[src/sv/stcf_pkg.sv]
// Package: shared types and constants for the thread scheduler.
package stcf_pkg;

    localparam int MAX_THREADS_DEF  = 16;
    localparam int QUANTA_WIDTH_DEF = 32;
    localparam int ID_W             = 16;
    localparam int STATUS_W         = 3;
    localparam int FUNC_W           = 2;
    localparam int OUT_Q_W          = 32;

    localparam logic [FUNC_W-1:0] FUNC_CREATE = 2'd0;
    localparam logic [FUNC_W-1:0] FUNC_TICK   = 2'd1;
    localparam logic [FUNC_W-1:0] FUNC_EXIT   = 2'd2;
    localparam logic [FUNC_W-1:0] FUNC_JOIN   = 2'd3;

    localparam logic [STATUS_W-1:0] ST_OK       = 3'd0;
    localparam logic [STATUS_W-1:0] ST_FULL     = 3'd1;
    localparam logic [STATUS_W-1:0] ST_NOTFOUND = 3'd2;
    localparam logic [STATUS_W-1:0] ST_WAIT     = 3'd3;
    localparam logic [STATUS_W-1:0] ST_DONE     = 3'd4;

    typedef enum logic [1:0] {
        MODE_FREE    = 2'd0,
        MODE_READY   = 2'd1,
        MODE_RUNNING = 2'd2,
        MODE_TERM    = 2'd3
    } mode_t;

    // Sequencer states, one-hot.
    typedef enum logic [7:0] {
        S_IDLE   = 8'b0000_0001,
        S_SCAN   = 8'b0000_0010,
        S_BUMP   = 8'b0000_0100,
        S_PICK   = 8'b0000_1000,
        S_SHIFT  = 8'b0001_0000,
        S_JOIN   = 8'b0010_0000,
        S_FINISH = 8'b0100_0000,
        S_OUT    = 8'b1000_0000
    } state_t;

    // Compare request and answer between sequencer and shared comparator.
    typedef struct packed {
        logic [63:0] a;
        logic [63:0] b;
    } cmp_req_t;

    typedef struct packed {
        logic lt;
        logic eq;
    } cmp_rsp_t;

endpackage

[src/sv/stcf_cmp.sv]
// Shared unsigned compare unit used by the pick and join scans of the sequencer.
module stcf_cmp
    import stcf_pkg::*;
(
    input  cmp_req_t req,
    output cmp_rsp_t rsp
);
    assign rsp.lt = req.a < req.b;
    assign rsp.eq = req.a == req.b;
endmodule

[src/sv/thread_stcf_scheduler.sv]
// Top level: thread table, run queue and scan sequencer of the STCF scheduler.
// One transaction in flight: the sequencer walks the slot table (create, join)
//   or the run queue (tick, exit), the join and queue walks going through the
//   single compare unit; s_tready is high only in idle with the result register
//   empty.
// Reset: async active low; slot 0 holds running thread id 1, queue length one,
//   next id two, finished clear; the result register is empty.
module thread_stcf_scheduler
    import stcf_pkg::*;
#(
    parameter int MAX_THREADS  = MAX_THREADS_DEF,
    parameter int QUANTA_WIDTH = QUANTA_WIDTH_DEF
)
(
    input  logic        clk,
    input  logic        rst_n,
    input  logic        s_tvalid,
    output logic        s_tready,
    input  logic [23:0] s_tdata,  // func[1:0], target_id[17:2], zero fill
    output logic        m_tvalid,
    input  logic        m_tready,
    output logic [71:0] m_tdata   // status[2:0], running_id[18:3], new_id[34:19],
                                  // running_quanta[66:35], zero fill
);
    localparam int SW = (MAX_THREADS > 1) ? $clog2(MAX_THREADS) : 1;
    localparam int LW = $clog2(MAX_THREADS + 1);
    localparam logic [QUANTA_WIDTH-1:0] QMAX = '1;

    // Thread table and queue; small, each entry at its own register.
    logic [ID_W-1:0]         tid_reg   [MAX_THREADS];
    logic [QUANTA_WIDTH-1:0] quanta_reg[MAX_THREADS];
    mode_t                   mode_reg  [MAX_THREADS];
    logic [SW-1:0]           order_reg [MAX_THREADS];
    logic [LW-1:0]           qlen_reg;
    logic [ID_W-1:0]         next_id_reg;
    logic                    finished_reg;

    state_t             state_reg;
    logic [FUNC_W-1:0]  func_reg;
    logic [ID_W-1:0]    target_reg;
    logic [LW-1:0]      idx_reg;       // scan index
    logic [SW-1:0]      best_reg;      // best queue position / found slot
    logic               found_reg;
    logic [STATUS_W-1:0] status_reg;
    logic [ID_W-1:0]    new_id_reg;
    logic               out_valid_reg;
    logic [71:0]        out_data_reg;

    logic [SW-1:0] idx_s;
    assign idx_s = idx_reg[SW-1:0];

    // Shared comparator: quanta at queue[idx] vs quanta at queue[best],
    // or slot id vs target during join scan.
    cmp_req_t req;
    cmp_rsp_t rsp;
    always_comb
    begin
        req = '0;
        if (state_reg == S_JOIN)
        begin
            req.a = 64'(tid_reg[idx_s]);
            req.b = 64'(target_reg);
        end
        else
        begin
            req.a = 64'(quanta_reg[order_reg[idx_s]]);
            req.b = 64'(quanta_reg[order_reg[best_reg]]);
        end
    end

    stcf_cmp u_cmp (.req(req), .rsp(rsp));

    assign s_tready = (state_reg == S_IDLE) && !out_valid_reg;
    assign m_tvalid = out_valid_reg;
    assign m_tdata  = out_data_reg;

    logic [SW-1:0] front;
    assign front = order_reg[0];

    always_ff @(posedge clk or negedge rst_n)
    begin
        if (!rst_n)
        begin
            for (int i = 0; i < MAX_THREADS; i++)
            begin
                tid_reg[i]    <= '0;
                quanta_reg[i] <= '0;
                mode_reg[i]   <= MODE_FREE;
                order_reg[i]  <= '0;
            end
            tid_reg[0]    <= ID_W'(1);
            mode_reg[0]   <= MODE_RUNNING;
            qlen_reg      <= LW'(1);
            next_id_reg   <= ID_W'(2);
            finished_reg  <= 1'b0;
            state_reg     <= S_IDLE;
            out_valid_reg <= 1'b0;
            func_reg      <= '0;
            target_reg    <= '0;
            idx_reg       <= '0;
            best_reg      <= '0;
            found_reg     <= 1'b0;
            status_reg    <= ST_OK;
            new_id_reg    <= '0;
            out_data_reg  <= '0;
        end
        else
        begin
            // result register is always empty while in S_OUT
            if (out_valid_reg && m_tready && state_reg != S_OUT)
                out_valid_reg <= 1'b0;
            unique case (state_reg)
                S_IDLE:
                begin
                    if (s_tvalid && s_tready)
                    begin
                        func_reg   <= s_tdata[1:0];
                        target_reg <= s_tdata[17:2];
                        idx_reg    <= '0;
                        found_reg  <= 1'b0;
                        best_reg   <= '0;
                        new_id_reg <= '0;
                        if (finished_reg)
                        begin
                            status_reg <= ST_DONE;
                            state_reg  <= S_OUT;
                        end
                        else if (s_tdata[1:0] == FUNC_CREATE)
                        begin
                            status_reg <= ST_OK;
                            state_reg  <= S_SCAN;
                        end
                        else if (s_tdata[1:0] == FUNC_JOIN)
                        begin
                            status_reg <= ST_NOTFOUND;
                            state_reg  <= S_JOIN;
                        end
                        else
                        begin
                            status_reg <= ST_OK;
                            state_reg  <= S_BUMP;
                        end
                    end
                end
                S_SCAN:
                begin
                    // Look for the first free slot.
                    if (!found_reg && mode_reg[idx_s] == MODE_FREE)
                    begin
                        found_reg <= 1'b1;
                        best_reg  <= idx_s;
                    end
                    if (idx_reg == LW'(MAX_THREADS - 1))
                    begin
                        state_reg <= S_OUT;
                        if (!(found_reg || mode_reg[idx_s] == MODE_FREE) ||
                            next_id_reg == '0 || qlen_reg >= LW'(MAX_THREADS))
                            status_reg <= ST_FULL;
                        else
                        begin
                            logic [SW-1:0] fs;
                            fs = found_reg ? best_reg : idx_s;
                            tid_reg[fs]    <= next_id_reg;
                            quanta_reg[fs] <= '0;
                            mode_reg[fs]   <= MODE_READY;
                            order_reg[qlen_reg[SW-1:0]] <= fs;
                            qlen_reg       <= qlen_reg + LW'(1);
                            new_id_reg     <= next_id_reg;
                            next_id_reg    <= next_id_reg + ID_W'(1);
                        end
                    end
                    else
                        idx_reg <= idx_reg + LW'(1);
                end
                S_BUMP:
                begin
                    if (qlen_reg == '0)
                    begin
                        finished_reg <= 1'b1;
                        status_reg   <= ST_DONE;
                        state_reg    <= S_OUT;
                    end
                    else
                    begin
                        if (quanta_reg[front] != QMAX)
                            quanta_reg[front] <= quanta_reg[front] + 1'b1;
                        if (func_reg == FUNC_EXIT)
                        begin
                            mode_reg[front] <= MODE_TERM;
                            for (int i = 0; i < MAX_THREADS - 1; i++)
                                order_reg[i] <= order_reg[i+1];
                            qlen_reg <= qlen_reg - LW'(1);
                            if (qlen_reg == LW'(1))
                            begin
                                finished_reg <= 1'b1;
                                status_reg   <= ST_DONE;
                                state_reg    <= S_OUT;
                            end
                            else
                            begin
                                idx_reg   <= LW'(1);
                                best_reg  <= '0;
                                state_reg <= S_PICK;
                            end
                        end
                        else
                        begin
                            mode_reg[front] <= MODE_READY;
                            idx_reg   <= LW'(1);
                            best_reg  <= '0;
                            state_reg <= S_PICK;
                        end
                    end
                end
                S_PICK:
                begin
                    // One queue entry per cycle through the shared comparator.
                    if (idx_reg >= qlen_reg)
                    begin
                        idx_reg   <= LW'(best_reg);
                        state_reg <= S_SHIFT;
                    end
                    else
                    begin
                        if (rsp.lt)
                            best_reg <= idx_s;
                        idx_reg <= idx_reg + LW'(1);
                    end
                end
                S_SHIFT:
                begin
                    // Rotate best entry to the front in one pass.
                    for (int i = 1; i < MAX_THREADS; i++)
                        if (SW'(i) <= best_reg)
                            order_reg[i] <= order_reg[i-1];
                    order_reg[0] <= order_reg[best_reg];
                    mode_reg[order_reg[best_reg]] <= MODE_RUNNING;
                    state_reg <= S_OUT;
                end
                S_JOIN:
                begin
                    if (!found_reg && mode_reg[idx_s] != MODE_FREE && rsp.eq)
                    begin
                        found_reg <= 1'b1;
                        if (mode_reg[idx_s] == MODE_TERM)
                        begin
                            mode_reg[idx_s]   <= MODE_FREE;
                            tid_reg[idx_s]    <= '0;
                            quanta_reg[idx_s] <= '0;
                            status_reg        <= ST_OK;
                        end
                        else
                            status_reg <= ST_WAIT;
                    end
                    if (idx_reg == LW'(MAX_THREADS - 1))
                        state_reg <= S_OUT;
                    else
                        idx_reg <= idx_reg + LW'(1);
                end
                S_FINISH:
                    state_reg <= S_OUT;
                S_OUT:
                begin
                    logic [OUT_Q_W-1:0] q32;
                    logic [ID_W-1:0]    rid;
                    q32 = '0;
                    rid = '0;
                    if (!finished_reg && qlen_reg != '0)
                    begin
                        rid = tid_reg[front];
                        if (QUANTA_WIDTH > OUT_Q_W &&
                            (64'(quanta_reg[front]) >> OUT_Q_W) != 64'd0)
                            q32 = '1;
                        else
                            q32 = OUT_Q_W'(64'(quanta_reg[front]));
                    end
                    out_data_reg  <= {5'd0, q32, new_id_reg, rid, status_reg};
                    out_valid_reg <= 1'b1;
                    state_reg     <= S_IDLE;
                end
                default:
                    state_reg <= S_IDLE;
            endcase
        end
    end

    a_onehot: assert property (@(posedge clk) disable iff (!rst_n) $onehot(state_reg))
        else $error("state not one-hot");
    a_qlen: assert property (@(posedge clk) disable iff (!rst_n)
        qlen_reg <= LW'(MAX_THREADS)) else $error("queue overflow");
    a_busy: assert property (@(posedge clk) disable iff (!rst_n)
        s_tvalid && s_tready |=> !s_tready) else $error("accepted while busy");
    a_fin: assert property (@(posedge clk) disable iff (!rst_n)
        $past(finished_reg) |-> finished_reg) else $error("finished cleared");
endmodule
[config.mk]
export PLATFORM = sky130hd
export DESIGN_NAME = thread_stcf_scheduler
export DESIGN_NICKNAME = d
export VERILOG_FILES = /design/src/sv/stcf_pkg.sv /design/src/sv/stcf_cmp.sv /design/src/sv/thread_stcf_scheduler.sv
export SDC_FILE = /design/constraint.sdc
export NUM_CORES = 2
export LEC_CHECK = 0
export BUFFER_PORTS_ARGS = -buffer_cell sky130_fd_sc_hd__buf_2
export CAP_MARGIN = 20
export CORE_MARGIN = 2
export CORE_UTILIZATION = 45
export CTS_CLUSTER_SIZE = 14
export DETAILED_ROUTE_END_ITERATION = 10
export GPL_TIMING_DRIVEN = 0
export SLEW_MARGIN = 5
export SYNTH_ARGS = -nofsm -noshare
export SYNTH_HDL_FRONTEND = slang
export SYNTH_SLANG_ARGS = --single-unit
[constraint.sdc]
create_clock -name clk -period 8.1 [get_ports clk]
set_input_delay 0.81 -clock clk [delete_from_list [all_inputs] [get_ports clk]]
set_output_delay 0.81 -clock clk [all_outputs]
set_load 0.02 [all_outputs]
# Yosys cells after proc, flatten, opt, wreduce, memory -nomap -nowiden
# Index checks and enable logic that the tools add are counted.
totals:
  wordCells: 404
  register_bits: 1009
  output_inout_bits: 74
  input_bits: 28
op_classes:
  bitwise_logic: 26
  n_lt_le_gt_ge: 30
  n_addsub: 5
  reduce_logical: 71
  muxes: 146
  eq_ne: 49
ops:
  columns: ["op", "n"]
  rows:
  - ["$mux 512", 6]
  - ["$pmux 512 s3", 1]
  - ["$and 512x512->512", 2]
  - ["$mux 256", 4]
  - ["$not 512->512", 2]
  - ["$bwmux 512", 1]
  - ["$mux 32", 16]
  - ["$pmux 256 s2", 1]
  - ["$bmux 32 s4", 3]
  - ["$demux 32 s4", 3]
  - ["$and 256x256->256", 1]
  - ["$bwmux 256", 1]
  - ["$not 256->256", 1]
  - ["$pmux 60 s3", 1]
  - ["$mux 16", 10]
  - ["$bmux 16 s4", 2]
  - ["$demux 16 s4", 2]
  - ["$mux 64", 2]
  - ["$pmux 32 s4", 1]
  - ["$mux 60", 2]
  - ["$mux 4", 28]
  - ["$mux 96", 1]
  - ["$reduce_and 6->1", 15]
  - ["$bwmux 64", 1]
  - ["71 further kinds", 220]

# Depth between registers and ports, before layout
depth:
  ltp_word: 13
  mapped_depth: 29
  ltp_nobuf: 17

# By module
# A second synthesis with hierarchy kept.
unflattened:
  hier_cells: 4612
  hier_area_um2: 59215.5
modules_own_cells:
  columns: ["mod", "n_inst", "cells_per_inst", "seq_area_each_um2", "area_per_inst_um2"]
  rows:
  - ["thread_stcf_scheduler", 1, 4379, 25230.4, 57526.4]
  - ["stcf_cmp", 1, 233, 0.0, 1689.1]

# Worst setup path before layout
# OpenSTA, ideal clock, no wires.
synth_path:
  path_kind: "reg2reg"
  start: "reg order_reg, in the netlist front[1]"
  end: "reg quanta_reg[279] in the netlist's numbering"
  n_path_buf: 11
  setup_time_ps: 140
  arrival_ps: 5469
  setup_slack_ps: 2491
  stages_incl_launch_ff: 26
  required_time_ps: 7960
  period_less_slack_ps: 5609
  cell_sequence: "dfrtp_1 -> buf_4 -> buf_4 -> buf_4 -> buf_4 -> buf_4 -> mux4_2 -> mux4_2 -> buf_2 -> clkbuf_1 -> buf_1 -> mux4_2 -> mux2i_1 -> o22ai_1 -> ha_1 -> nand4_1 -> nor4_1 -> nand4_1 -> and2_1 -> buf_1 -> clkbuf_1 -> nor2_1 -> o311ai_1 -> clkbuf_1 -> nand2_1 -> o21ai_0"
synth_via:
  elab_chain_len: 12
  elab_cells_between_ends: 35
  classes_between: "1 x add/sub; 2 x order compare; 4 x eq/ne; 22 x mux; 3 x bitwise; 3 x reduce/logical"
synth_rtl:
  columns: ["item", "line_no", "text"]
  rows:
  - ["start: declaration", "thread_stcf_scheduler.sv:33", "logic [SW-1:0] order_reg [MAX_THREADS];"]
  - ["start signal: indexed assignment", "thread_stcf_scheduler.sv:166", "order_reg[qlen_reg[SW-1:0]] <= fs;"]
  - ["start signal: indexed assignment", "thread_stcf_scheduler.sv:191", "order_reg[i] <= order_reg[i+1];"]
  - ["start signal: indexed assignment", "thread_stcf_scheduler.sv:235", "order_reg[i] <= order_reg[i-1];"]
  - ["$bmux 4 s4, on equally long branches", "thread_stcf_scheduler.sv:66, thread_stcf_scheduler.sv:67", null]
  - ["$mux 4, on equally long branches (2 in series)", "thread_stcf_scheduler.sv:66, thread_stcf_scheduler.sv:67", null]
  - ["$not 4->5, on equally long branches", "thread_stcf_scheduler.sv:66, thread_stcf_scheduler.sv:67", null]
  - ["$bmux 32 s4, on equally long branches", "thread_stcf_scheduler.sv:66, thread_stcf_scheduler.sv:67", null]
  - ["$mux 32, on equally long branches (2 in series)", "thread_stcf_scheduler.sv:66, thread_stcf_scheduler.sv:67", null]
  - ["$mux 96", "thread_stcf_scheduler.sv:59", "if (state_reg == S_JOIN)"]
  - ["$eq 32x64->1", "stcf_cmp.sv:9", "assign rsp.eq = req.a == req.b;"]
  - ["$logic_and 1x1->1", "thread_stcf_scheduler.sv:242", "if (!found_reg && mode_reg[idx_s] != MODE_FREE && rsp.eq)"]
  - ["$ne 2x1->1 (no source line)", null, null]
  - ["$reduce_and 7->1 (no source line)", null, null]
  - ["end signal: indexed assignment", "thread_stcf_scheduler.sv:186", "quanta_reg[front] <= quanta_reg[front] + 1'b1;"]
  - ["end: declaration", "thread_stcf_scheduler.sv:31", "logic [QUANTA_WIDTH-1:0] quanta_reg[MAX_THREADS];"]
# Several ways; a longest one is shown, not always the timed one. The select of a mux whose other input is x is not followed.
# A chain may end at the register's enable or synchronous reset.

# Worst setup path in the final report
layout_path:
  start: "reg order_reg, in the netlist front[1]"
  end: "reg quanta_reg[77] in the netlist's numbering"
# The elaborated chain is that of the path after synthesis.

==> qor.txt <==
Flop pwr share: 30.4%
Mapped Cells: 5151
Vias in the first global route: 50712
Avg Vias per Cell: 7.340
Final wirelength: 274900 um
Setup WS post-layout: -148.6 ps
Mean area per synthesized cell: 11.37 um^2
Clock sink count: 1008
Max-slew violation count: 0
DRC viols: 0
Row count: 132
Hold depth: 2
Die ar.: 133000 um^2
Routed met1 length: 101700 um
Sequential-to-total area share from yosys stat: 43.09%
CP required: 8720 ps
Worst Tran Pin Value: 1256 ps
Area after DPL: 61720 um^2
Initial antenna violation count: 18
Synth top area cells: dfrtp_1 (43%), mux4_2 (18%), o2bb2ai_1 (9.1%)
Clock Power Share: 31.7%
Area Overhead vs Synth: 13.06%
Antenna viol nets, final: 0
Max layer used: met5
Tot GR Track Use: 41.07%
Die width: 364.7 um
Final min period: 8249 ps
Unrepaired setup endpoints after global routing: false
Setup violations, final: 181
Clk_lat worst skew: 820 ps
Worst reg2reg path depth: 25
TritonCTS clock tree: done
Yosys reg bits: 1008
H-tree levels: 3
Failing checks: setup timing
First-pass GRT wire length: 386400 um
Min-Delay Path Class: in2reg
Share of cells above drive strength 1: 21.08%
Synth area leader: dfrtp_1
Largest register FFs: 512
Worst Path Max Fanout: 10
Slowest Stage Delay on Critical Path: 600 ps
Switching Fraction: 42.01%
DP Cell Count: 7016
Final Hold Viols: 0
Kind of critical path: reg2reg
Status: complete, but fails checks
Placeable Area: 129300 um^2
Vias: 53192
I/O Buffers: 90
Max clock buf depth: 3
Grt total ovfl: 0
CP startpoint kind: flip-flop
Number of warnings issued by yosys: 0
# IOs: 102
LEAKAGE: 26.01 nW
Initial DRC count: 9089
Die Span Y: 364.7 um
Largest net degree at the start of global routing: 153
Router iterations before antenna repair: 7
Met2 wire len: 112200 um
Period Utilization, post-route: 101.8%
F_max: 0.1212 GHz
Power per cell area: 270.6 nW/um^2
Clock transition at the registers of the reported paths: 60 ps
Async SR Flop Fraction: 100.0%
Sw Pwr: 7.525 mW
Arrival @ worst endpoint: 8870 ps
Synthesized area: 58550 um^2
Distinct cells, synth: 82
Power share of the combinational group: 37.9%
Wire length per cell: 37.94 um
Peak supply drop: 0.2084 mV
CP dominant cell by count: buf_4
Root Driver: clkbuf_16
Crit end category: flip-flop
Dpl hpwl: 197700 um
Post-Layout Cell Count: 7247
CTS Buf Count: 114
Fin nets: 5480
Yosys top cell area share: 42.87%
Slowest CP cell: clkdlybuf4s15_2
Starting Density: 45.28%
Worst rel slew slack: 16.29%
Filler cells: 11632
Post-synth EDFFs: 0
Final instance area: 66200 um^2
Top_reg_cell synth: dfrtp_1
Max cap viols: 0
Internal: 10.39 mW
Metal3 WL: 41580 um
Clock skew: 64.69 ps
Final RePlAce weighted congestion: 1.078
worst max-delay path: cells and delay by family (launching register included):
kind	cells	cell delay, ps
muxes	4	1250
buffers and inverters	12	4010
adders and majority gates	1	380
AOI/OAI and AO/OA	3	540
and+or+nand+nor	5	1480
DFF	1	330
logic make-up (layout without fill, tap and decap cells):
kind of cell / count (synthesis) / after routing / synth area share, %
compound gates: 1525 / 1525 / 19.50
simple gates: 1312 / 1312 / 10.11
flops: 1008 / 1008 / 43.09
mux: 651 / 651 / 21.21
buf+inv: 556 / 900 / 4.289
fa+ha+maj: 51 / 51 / 1.090
xor+xnor: 47 / 47 / 0.7030
other cells: 1 / 11 / 0.006404
stage by stage:
stage	utilization [%]	hold slack [ps]	setup TNS (ps)	power (mW)	setup slack, ps
final	51.19	223.7	-9552	17.91	-148.6
after global routing	51.18	220.0	0	18.22	48.86
after CTS	50.97	196.0	0	17.49	2.236
after detailed placement	47.73	459.7	-1083430	11.84	-1868
after global placement	47.32	456.9	-	11.70	-16600
after floorplan	-	443.1	0	8.915	2491
final timing paths:
check                          startpoint               to  slack (ps)
setup / recovery                 front[1]   quanta_reg[77]        -150
hold reg to reg            new_id_reg[10]   new_id_reg[10]         470
hold / removal                   m_tready         m_tvalid         220
setup reg to reg                 front[1]   quanta_reg[77]        -150
max in group asynchronous           rst_n  quanta_reg[450]        5180
min in group asynchronous           rst_n  quanta_reg[152]         580
power groups by stage:
| stage | Sequential, mW | Combinational, mW | Clock (mW) |
|---|---|---|---|
| 4_1_cts | 5.44 | 6.38 | 5.67 |
| 5_1_grt | 5.46 | 6.88 | 5.88 |
| 6_report | 5.45 | 6.79 | 5.67 |
| 2_1_floorplan | 5.45 | 3.46 | 0 |
| 3_3_place_gp | 5.53 | 6.17 | 0 |
| 3_5_place_dp | 5.53 | 6.32 | 0 |
synthesized netlist by cell type (all sizes together), types with 10 or more instances:
master / count
buf: 228
o21ai: 310
and3: 44
ha: 51
xnor2: 27
o22ai: 19
mux2i: 125
a311oi: 35
dfrtp: 1003
a221oi: 19
a222oi: 24
mux4: 466
nor2b: 42
a21o: 17
and2: 25
a22oi: 113
o221ai: 15
mux2: 60
inv: 32
nor2: 136
a22o: 70
a31oi: 49
nand2: 737
nor3: 57
a32oi: 17
nand4: 53
clkbuf: 295
xor2: 20
o211ai: 13
nor4: 26
a21oi: 109
o2bb2ai: 609
nor4b: 10
a211oi: 50
nand3: 138
o22a: 16
layout by cell type (no fill, tap or decap), drive strengths merged, types with 44 or more instances in the layout:
cell | synthesis | final
a22oi | 113 | 113
a21oi | 109 | 109
a211oi | 50 | 50
nor2 | 136 | 136
mux4 | 466 | 466
clkbuf | 295 | 469
o2bb2ai | 609 | 609
ha | 51 | 51
nand2 | 737 | 737
dfrtp | 1003 | 1003
mux2i | 125 | 125
buf | 228 | 337
nand4 | 53 | 53
mux2 | 60 | 60
nand3 | 138 | 138
a22o | 70 | 70
a31oi | 49 | 49
nor3 | 57 | 57
and3 | 44 | 44
o21ai | 310 | 310
cell type report:
cell class                 count  area, um^2  area share [%]
clock buffer                 161        3241           4.895
timing repair buffer         132        1079           1.629
buffer                       521        2575           3.890
clock inverter                53       777.0           1.174
sequential                  1008       25230           38.11
multi-input combinational   3591       30980           46.80
tap                         1742        2180           3.292
inverter                      33       123.9          0.1871
antenna                        6       15.01         0.02268
metal layers:
metal | GRT usage, % | up-vias
met5 | 0 | -
met4 | 23.32 | 16
li1 | - | 20624
met1 | 54.16 | 26945
met2 | 56.36 | 4559
met3 | 17.55 | 1048
timing repair:
action / 4_1_cts / 5_1_grt
endpoints found under the hold margin: 46 / 0
setup buffers: 0 / 2
pin swaps: 0 / 2
gates resized for setup: 74 / 77
endpoints found under the setup margin: 808 / 733
hold buffers: 1 / 0
Note: power is estimated with default switching activity, not from simulation.
